<file path="config.mk">
export PLATFORM = sky130hd
export DESIGN_NAME = rtsp_interleaved_deframer_top
export DESIGN_NICKNAME = d
export VERILOG_FILES = /design/src/rtl/core/rtspdf_pkg.sv /design/src/rtl/core/rtsp_interleaved_deframer_top.sv
export SDC_FILE = /design/constraint.sdc
export NUM_CORES = 1
export LEC_CHECK = 0
export BUFFER_PORTS_ARGS = -buffer_cell sky130_fd_sc_hd__buf_2
export CAP_MARGIN = 20
export CORE_AREA = 2 2 174 176
export CTS_CLUSTER_DIAMETER = 200
export DETAILED_ROUTE_END_ITERATION = 8
export DIE_AREA = 0 0 176 178
export PLACE_DENSITY = 0.59
export SYNTH_ARGS = -nofsm -noshare
export SYNTH_HDL_FRONTEND = slang
export SYNTH_SLANG_ARGS = --single-unit
</file>
<file path="constraint.sdc">
create_clock -name clk -period 7.2 [get_ports clk]
set_input_delay 1.08 -clock clk [delete_from_list [all_inputs] [get_ports clk]]
set_output_delay 1.08 -clock clk [all_outputs]
set_load 0.01 [all_outputs]
</file>
<file path="src/rtl/core/rtspdf_pkg.sv">
// ----------------------------------------------------------------------------
// rtspdf_pkg: shared types and constants for the RTSP interleaved deframer
// Parse modes, result kinds, length width and the header name pattern.
// ----------------------------------------------------------------------------
package rtspdf_pkg;

	// Width of reported lengths and of the length counters
	localparam int LENGTH_BITS = 20;
	localparam logic [LENGTH_BITS-1:0] LENGTH_MAX = '1;

	// Length of "\r\nContent-Length:"
	localparam int NAME_LEN = 17;
	localparam int NAME_IDX_W = $clog2(NAME_LEN + 1);

	// Result kinds
	localparam logic [1:0] KIND_BINARY  = 2'd0;
	localparam logic [1:0] KIND_TEXT    = 2'd1;
	localparam logic [1:0] KIND_DISCARD = 2'd2;

	// Byte codes
	localparam logic [7:0] CH_DOLLAR = 8'h24;
	localparam logic [7:0] CH_NUL    = 8'h00;
	localparam logic [7:0] CH_CR     = 8'h0d;
	localparam logic [7:0] CH_LF     = 8'h0a;
	localparam logic [7:0] CH_SPACE  = 8'h20;
	localparam logic [7:0] CH_TAB    = 8'h09;
	localparam logic [7:0] CH_PLUS   = 8'h2b;
	localparam logic [7:0] CH_MINUS  = 8'h2d;
	localparam logic [7:0] CH_ZERO   = 8'h30;
	localparam logic [7:0] CH_NINE   = 8'h39;
	localparam logic [7:0] CH_R      = 8'h52;
	localparam logic [7:0] CH_T      = 8'h54;
	localparam logic [7:0] CH_S      = 8'h53;
	localparam logic [7:0] CH_P      = 8'h50;
	localparam logic [7:0] CH_LOW_L  = 8'h6c;

	// Position of the 'L' that may also be lower case
	localparam logic [NAME_IDX_W-1:0] NAME_CASE_POS = NAME_IDX_W'(10);

	typedef enum logic [2:0] {
		MODE_START  = 3'd0,
		MODE_BINARY = 3'd1,
		MODE_HEAD   = 3'd2,
		MODE_BODY   = 3'd3,
		MODE_HUNT   = 3'd4
	} mode_t;

	// Expected byte at each position of "\r\nContent-Length:"
	function automatic logic [7:0] name_char(input logic [NAME_IDX_W-1:0] idx);
		logic [7:0] c;
		unique case (idx)
			5'd0:    c = CH_CR;
			5'd1:    c = CH_LF;
			5'd2:    c = 8'h43; // C
			5'd3:    c = 8'h6f; // o
			5'd4:    c = 8'h6e; // n
			5'd5:    c = 8'h74; // t
			5'd6:    c = 8'h65; // e
			5'd7:    c = 8'h6e; // n
			5'd8:    c = 8'h74; // t
			5'd9:    c = 8'h2d; // -
			5'd10:   c = 8'h4c; // L
			5'd11:   c = 8'h65; // e
			5'd12:   c = 8'h6e; // n
			5'd13:   c = 8'h67; // g
			5'd14:   c = 8'h74; // t
			5'd15:   c = 8'h68; // h
			5'd16:   c = 8'h3a; // :
			default: c = CH_NUL;
		endcase
		return c;
	endfunction

endpackage

</file>
<file path="src/rtl/core/rtsp_interleaved_deframer_top.sv">
// ----------------------------------------------------------------------------
// rtsp_interleaved_deframer_top: packet boundary finder for an RTSP stream
// Reports each interleaved binary packet, text message and discarded run.
// ----------------------------------------------------------------------------
// Takes one stream byte per cycle and reports, on the byte that ends it, each
// '$' interleaved packet (kind 0, length 4 + payload), each RTSP text message
// (kind 1, header through CRLFCRLF plus Content-Length body) and each run of
// bytes thrown away while hunting for "$\0" or "RTSP" (kind 2). Lengths
// saturate at 2^20-1. A byte enters an input register and is parsed from it
// into the result register, so the block takes one byte every cycle; it
// stalls input only while a result waits on a stalled output. A discard run
// still open when the stream stops is never reported.
module rtsp_interleaved_deframer_top
	import rtspdf_pkg::*;
(
	input  logic                   clk,
	input  logic                   arst_n,
	input  logic                   byte_valid,
	output logic                   byte_stall,
	input  logic [7:0]             data_byte,
	output logic                   packet_valid,
	input  logic                   packet_stall,
	output logic [1:0]             packet_kind,
	output logic [LENGTH_BITS-1:0] packet_length
);

	localparam int LW = LENGTH_BITS;

	// Saturating add of a small increment
	function automatic logic [LW-1:0] sat_add(input logic [LW-1:0] a,
		input logic [2:0] inc);
		logic [LW:0] sum;
		sum = {1'b0, a} + (LW+1)'(inc);
		return sum[LW] ? LENGTH_MAX : sum[LW-1:0];
	endfunction

	// Input register
	logic       valid_s1;
	logic [7:0] byte_s1;

	// Result register
	logic          res_valid_s2;
	logic [1:0]    res_kind_s2;
	logic [LW-1:0] res_len_s2;

	// Parser state
	mode_t                 mode_q, mode_d;
	logic [LW-1:0]         bc_q, bc_d;
	logic [15:0]           bl_q, bl_d;
	logic [1:0]            blm_q, blm_d;
	logic [NAME_IDX_W-1:0] hidx_q, hidx_d;
	logic [LW-1:0]         body_q, body_d;
	logic [1:0]            phase_q, phase_d;
	logic [2:0]            hm_q, hm_d;
	logic [LW-1:0]         disc_q, disc_d;

	logic          advance, accept;
	logic          emit, clr;
	logic [1:0]    emit_kind;
	logic [LW-1:0] emit_len;

	// Parse helpers
	logic          is_digit;
	logic [3:0]    digit_val;
	logic [LW+3:0] body_x10;
	logic          hunt_hit;
	logic [2:0]    hunt_base, hunt_add;
	logic [2:0]    hunt_hm;
	logic [7:0]    hunt_exp;
	logic          name_hit;
	logic          blank_hit;
	logic [LW-1:0] bc_inc;

	// Handshake
	assign advance    = valid_s1 && !(res_valid_s2 && packet_stall);
	assign byte_stall = valid_s1 && res_valid_s2 && packet_stall;
	assign accept     = byte_valid && !byte_stall;

	assign packet_valid  = res_valid_s2;
	assign packet_kind   = res_kind_s2;
	assign packet_length = res_len_s2;

	// Byte classes
	assign is_digit  = (byte_s1 >= CH_ZERO) && (byte_s1 <= CH_NINE);
	assign digit_val = 4'(byte_s1 - CH_ZERO);
	assign body_x10  = {1'b0, body_q, 3'b000} + {3'b000, body_q, 1'b0} + (LW+4)'(digit_val);
	assign bc_inc    = sat_add(bc_q, 3'd1);

	// Hunt matcher: start mode enters it with no progress
	always_comb begin
		hunt_hm = (mode_q == MODE_HUNT) ? hm_q : 3'd0;
		unique case (hunt_hm)
			3'd2:    hunt_exp = CH_T;
			3'd3:    hunt_exp = CH_S;
			3'd4:    hunt_exp = CH_P;
			default: hunt_exp = CH_NUL;
		endcase
		hunt_hit  = (hunt_hm != 3'd0) && (byte_s1 == hunt_exp);
		if (hunt_hm == 3'd1) begin
			hunt_base = 3'd1;
		end else if (hunt_hm >= 3'd2 && hunt_hm <= 3'd4) begin
			hunt_base = hunt_hm - 3'd1;
		end else begin
			hunt_base = 3'd0;
		end
		hunt_add = hunt_base + 3'((byte_s1 != CH_DOLLAR) && (byte_s1 != CH_R));
	end

	// Header matchers
	assign name_hit = (hidx_q < NAME_IDX_W'(NAME_LEN)) &&
		((byte_s1 == name_char(hidx_q)) ||
		 ((hidx_q == NAME_CASE_POS) && (byte_s1 == CH_LOW_L)));
	assign blank_hit = (byte_s1 == (blm_q[0] ? CH_LF : CH_CR));

	// Next state of the parser
	always_comb begin
		mode_d    = mode_q;
		bc_d      = bc_q;
		bl_d      = bl_q;
		blm_d     = blm_q;
		hidx_d    = hidx_q;
		body_d    = body_q;
		phase_d   = phase_q;
		hm_d      = hm_q;
		disc_d    = disc_q;
		emit      = 1'b0;
		emit_kind = KIND_DISCARD;
		emit_len  = disc_q;
		clr       = 1'b0;

		unique case (mode_q)
			MODE_START: begin
				if (bc_q == '0 && byte_s1 == CH_DOLLAR) begin
					mode_d = MODE_BINARY;
					bc_d   = LW'(1);
				end else if (byte_s1 == (bc_q[1] ? (bc_q[0] ? CH_P : CH_S)
						: (bc_q[0] ? CH_T : CH_R))) begin
					if (bc_q[1:0] == 2'd3) begin
						mode_d = MODE_HEAD;
						bc_d   = LW'(4);
					end else begin
						bc_d = bc_inc;
					end
				end else begin
					// fall into the hunt, keeping the partial match as discarded
					mode_d = MODE_HUNT;
					bc_d   = '0;
					disc_d = sat_add(LW'(bc_q[1:0]), hunt_add);
					if (byte_s1 == CH_DOLLAR) begin
						hm_d = 3'd1;
					end else if (byte_s1 == CH_R) begin
						hm_d = 3'd2;
					end else begin
						hm_d = 3'd0;
					end
				end
			end
			MODE_HUNT: begin
				if (hunt_hm == 3'd1 && byte_s1 == CH_NUL) begin
					emit   = 1'b1;
					clr    = 1'b1;
					mode_d = MODE_BINARY;
					bc_d   = LW'(2);
				end else if (hunt_hit && hunt_hm == 3'd4) begin
					emit   = 1'b1;
					clr    = 1'b1;
					mode_d = MODE_HEAD;
					bc_d   = LW'(4);
				end else if (hunt_hit) begin
					hm_d = hunt_hm + 3'd1;
				end else begin
					disc_d = sat_add(disc_q, hunt_add);
					if (byte_s1 == CH_DOLLAR) begin
						hm_d = 3'd1;
					end else if (byte_s1 == CH_R) begin
						hm_d = 3'd2;
					end else begin
						hm_d = 3'd0;
					end
				end
			end
			MODE_BINARY: begin
				emit_kind = KIND_BINARY;
				if (bc_q < LW'(4)) begin
					if (bc_q == LW'(2)) begin
						bl_d = {byte_s1, 8'h00};
					end else if (bc_q == LW'(3)) begin
						bl_d = {bl_q[15:8], byte_s1};
					end
					bc_d = bc_inc;
					if (bc_q == LW'(3) && bl_d == '0) begin
						emit     = 1'b1;
						emit_len = LW'(4);
						clr      = 1'b1;
						mode_d   = MODE_START;
						bc_d     = '0;
					end
				end else begin
					bc_d = bc_inc;
					if (bl_q != '0) begin
						bl_d = bl_q - 16'd1;
					end
					if (bl_d == '0) begin
						emit     = 1'b1;
						emit_len = bc_inc;
						clr      = 1'b1;
						mode_d   = MODE_START;
						bc_d     = '0;
					end
				end
			end
			MODE_HEAD: begin
				emit_kind = KIND_TEXT;
				bc_d      = bc_inc;
				// Content-Length name and value
				unique case (phase_q)
					2'd0: begin
						if (name_hit) begin
							hidx_d = hidx_q + NAME_IDX_W'(1);
							if (hidx_q == NAME_IDX_W'(NAME_LEN - 1)) begin
								phase_d = 2'd1;
								body_d  = '0;
							end
						end else begin
							hidx_d = NAME_IDX_W'(byte_s1 == CH_CR);
						end
					end
					2'd1: begin
						if (is_digit) begin
							body_d  = LW'(digit_val);
							phase_d = 2'd2;
						end else if (byte_s1 == CH_PLUS) begin
							phase_d = 2'd2;
						end else if (byte_s1 == CH_MINUS) begin
							body_d  = '0;
							phase_d = 2'd3;
						end else if (byte_s1 != CH_SPACE && byte_s1 != CH_TAB) begin
							phase_d = 2'd3;
						end
					end
					2'd2: begin
						if (is_digit) begin
							body_d = (body_x10[LW+3:LW] != '0) ? LENGTH_MAX
								: body_x10[LW-1:0];
						end else begin
							phase_d = 2'd3;
						end
					end
					default: begin
					end
				endcase
				// End of header
				if (blank_hit) begin
					if (blm_q == 2'd3) begin
						if (body_d == '0) begin
							emit     = 1'b1;
							emit_len = bc_inc;
							clr      = 1'b1;
							mode_d   = MODE_START;
							bc_d     = '0;
						end else begin
							blm_d  = 2'd0;
							mode_d = MODE_BODY;
						end
					end else begin
						blm_d = blm_q + 2'd1;
					end
				end else begin
					blm_d = 2'(byte_s1 == CH_CR);
				end
			end
			MODE_BODY: begin
				emit_kind = KIND_TEXT;
				bc_d      = bc_inc;
				if (body_q != '0) begin
					body_d = body_q - LW'(1);
				end
				if (body_d == '0) begin
					emit     = 1'b1;
					emit_len = bc_inc;
					clr      = 1'b1;
					mode_d   = MODE_START;
					bc_d     = '0;
				end
			end
			default: begin
				clr    = 1'b1;
				mode_d = MODE_START;
				bc_d   = '0;
			end
		endcase

		// Packet end or hunt exit clears the rest
		if (clr) begin
			bl_d    = '0;
			blm_d   = '0;
			hidx_d  = '0;
			body_d  = '0;
			phase_d = '0;
			hm_d    = '0;
			disc_d  = '0;
		end
	end

	// Input register
	always_ff @(posedge clk or negedge arst_n) begin
		if (!arst_n) begin
			valid_s1 <= 1'b0;
		end else if (accept) begin
			valid_s1 <= 1'b1;
		end else if (advance) begin
			valid_s1 <= 1'b0;
		end
	end

	always_ff @(posedge clk) begin
		if (accept) begin
			byte_s1 <= data_byte;
		end
	end

	// Parser state registers
	always_ff @(posedge clk or negedge arst_n) begin
		if (!arst_n) begin
			mode_q  <= MODE_START;
			bc_q    <= '0;
			bl_q    <= '0;
			blm_q   <= '0;
			hidx_q  <= '0;
			body_q  <= '0;
			phase_q <= '0;
			hm_q    <= '0;
			disc_q  <= '0;
		end else if (advance) begin
			mode_q  <= mode_d;
			bc_q    <= bc_d;
			bl_q    <= bl_d;
			blm_q   <= blm_d;
			hidx_q  <= hidx_d;
			body_q  <= body_d;
			phase_q <= phase_d;
			hm_q    <= hm_d;
			disc_q  <= disc_d;
		end
	end

	// Result register
	always_ff @(posedge clk or negedge arst_n) begin
		if (!arst_n) begin
			res_valid_s2 <= 1'b0;
		end else if (advance) begin
			res_valid_s2 <= emit;
		end else if (!packet_stall) begin
			res_valid_s2 <= 1'b0;
		end
	end

	always_ff @(posedge clk) begin
		if (advance && emit) begin
			res_kind_s2 <= emit_kind;
			res_len_s2  <= emit_len;
		end
	end

endmodule

</file>
==> impl_metrics.ini <==
[finish]
seq_area_sq_um = 3230
final_common_cell = nor2_1
nets = 1547
final_util_pct = 42.9
layout-drive-gt1-share_pct = 9.52
fillCellCount = 2925
diodes = 0
syn2layout_area_growth_pct = 8.76
mostFrequentLayoutCells = nor2_1 (165), nand2_1 (116), a21oi_1 (111)
multiInputGateArea_sq_um = 7690

[clock_tree]
clk_pin_slew_worst_paths_ns = 0.06
cts.path.max_buffers = 2
cts-root-buf = clkbuf_16
cts-resized-gates = 0
tritoncts = done
postCtsSetupRepairBufs = 0
numCtsBuffers = 17
clk_latency_ns = 0.43
cts_sinks = 123
cts_hold_buf = 0
cts_max_level = 4

[global_routing]
grt_pass1_wl_um = 59700
antenna_found_initial = 0
grt_pass1_vias = 10700
grt_overflow = 0
grt_usage_pct = 23.9
grt_start_max_net_pins = 62

[worst_setup_path]
required_ns = 7.34
reg2reg_to = packet_length[11]
r2r_start = byte_s1[3]
cp-start-kind = flip-flop
path_max_fanout = 18
crit_start = byte_s1[3]
r2r_slack_ns = 1.24
worstPathArrival_ns = 6.10
worst_setup_path_end_kind = flip-flop
reg2regPathDepth = 15
path_class = flip-flop to flip-flop

[drt]
drcViolationCount = 0
vias = 11600
wl_um = 37000
drt_iter0_markers = 1099
wl_per_cell_um = 19.9
dr.pass1.iters = 6
via_per_inst = 6.21
ant_nets = 0

[power_and_ir_drop]
p_leak_nw = 5.27
vdd_drop_max_v = 0.000168
power_density_nw_per_um2 = 361

[floorplanning]
dieArea_sq_um = 31300
die_x_um = 176
coreArea_sq_um = 29400
num_io_pins = 36
initial_core_util_pct = 39.4
die_h_um = 178
num_rows = 63

[sta]
min_period_over_period_pct = 82.8
whs_ns = 0.499
fin_skew_ns = 0.0176
setup_viol = 0
tightestPinTransition_ns = 1.02
final_hold_viol_count = 0
fmax_mhz = 168
min_period_ns = 5.96
setup_tns_ns = 0
rsz0062_at_grt = false
relSlewSlack_pct = 32.2
maxSlewViolCount = 0
setup_slack_ns = 1.24

[yosys]
syn_area_per_cell_sq_um = 7.82
ys_seq_elements = 123
syn_nets = 1570
synth-edff-count = 30
synthFlopType = dfrtp_1
synthDistinctLibCells = 91
seq_area_frac_synth_pct = 27.9
synthCells = 1481
yosys_warnings = 0
synth_area_sq_um = 11600
synthArstFlopShare_pct = 75.6

[placement]
hpwl_um = 27200
io_buffers = 35
pre_cts_ws_ns = 1.14
gp_congestion = 0.919

[flow_run]
cap_violations = 0

[min_path]
min_path_type = flip-flop to flip-flop
hold_depth = 2
hold_path_end = blm_q[1]
worstHoldStart = blm_q[1]

[outcome]
outcome = finished, final reports clean
worst max path at each step:
stage                     slack, ns  cells past startpoint                 to
after floorplan                0.67                     14     packet_kind[0]
after global placement         1.27                     16            bl_q[5]
after detailed placement       1.14                     16           bl_q[11]
after CTS                      1.09                     16           bl_q[11]
after global routing           0.82                     15   packet_length[7]
final                          1.24                     15  packet_length[11]
registers in the layout (all words and copies together), names as in the netlist:
signal / flops
phase_q: 2
byte_s1: 8
hm_q: 3
hidx_q: 5
bl_q: 16
body_q: 20
valid_s1: 1
mode_q: 3
bc_q: 20
packet_valid: 1
blm_q: 2
disc_q: 20
packet_length: 20
packet_kind: 2
Yosys cell counts (9+ instances only):
library cell    n  area [sq um]
nor2_1        166           623
nand2_1       116           435
a21oi_1       111           556
o21ai_0        95           475
dfrtp_1        93          2330
clkbuf_1       75           282
ha_1           73           913
inv_1          72           270
nand3_1        47           235
nor3_1         45           225
edfxtp_1       30           901
nor4_1         24           150
xnor2_1        24           210
nand4_1        23           144
a211oi_1       22           165
o31ai_1        22           165
or3_1          22           138
and3_1         20           125
o32ai_1        19           166
a21o_1         18           135
buf_2          18          90.1
o211ai_1       18           135
or2_2          18           113
nand2b_1       17           106
o22ai_1        16           100
xor2_1         16           140
mux2i_1        15           150
o21a_1         14           105
o22a_1         13           114
a31oi_1        12          75.1
and2_1         12          75.1
a32o_1         11           110
and4_1         11          96.3
a22oi_1         9          67.6
power breakdown:
part	total [W]	switching [W]	internal [W]
Sequential	0.00115	0.000309	0.000837
Combinational	0.00258	0.00168	0.000894
Clock	0.000826	0.000341	0.000485
Total	0.00455	0.00233	0.00222
routing by layer:
metal,GRT usage [%],vias up,wire [um]
met4,4.65,0,389
li1,-,5538,-
met3,3.24,33,2100
met1,35.3,5586,17800
met5,0,-,0
met2,37.2,393,16700
per-stage QoR:
stage	instance area, sq um	power (W)	cells
after floorplan	11600	0.00295	1481
after global placement	12000	0.00365	1827
after detailed placement	12000	0.00365	1827
after CTS	12600	0.00449	1859
after global routing	12600	0.00488	1861
final	12600	0.00455	1861
worst max-delay path: stages, from the launching register on:
cell	delay, ns
edfxtp_1	0.33
buf_4	0.21
inv_1	0.11
fa_1	0.53
fa_1	0.48
nor2b_1	0.20
o2111ai_1	0.26
a211oi_1	0.50
o211ai_1	0.13
o211a_1	0.15
nor2_1	0.22
a21oi_1	0.13
or4_4	0.49
or4_1	0.77
nor4_4	0.94
o32ai_1	0.19
layout make-up:
type | count | area share, %
flip-flops and latches | 123 | 25.6
inverters | 73 | 2.17
well taps | 390 | 3.87
clock buffers | 19 | 3.52
clock inverters | 13 | 0.943
repair buffers | 59 | 2.87
multi-input cells | 1184 | 61.0
cells by family (layout without fill, tap and decap cells):
| family | after synthesis | in the layout | share of synthesized area (%) |
|---|---|---|---|
| AOI/OAI and AO/OA | 481 | 481 | 28.2 |
| xor gates and xnor gates | 40 | 40 | 3.02 |
| adders and majority gates | 77 | 77 | 8.57 |
| buffers and inverters | 174 | 164 | 6.00 |
| DFF | 123 | 123 | 27.9 |
| muxes | 19 | 19 | 1.68 |
| and+or+nand+nor | 567 | 567 | 24.6 |
No activity file was read; power rests on OpenSTA's default activity.
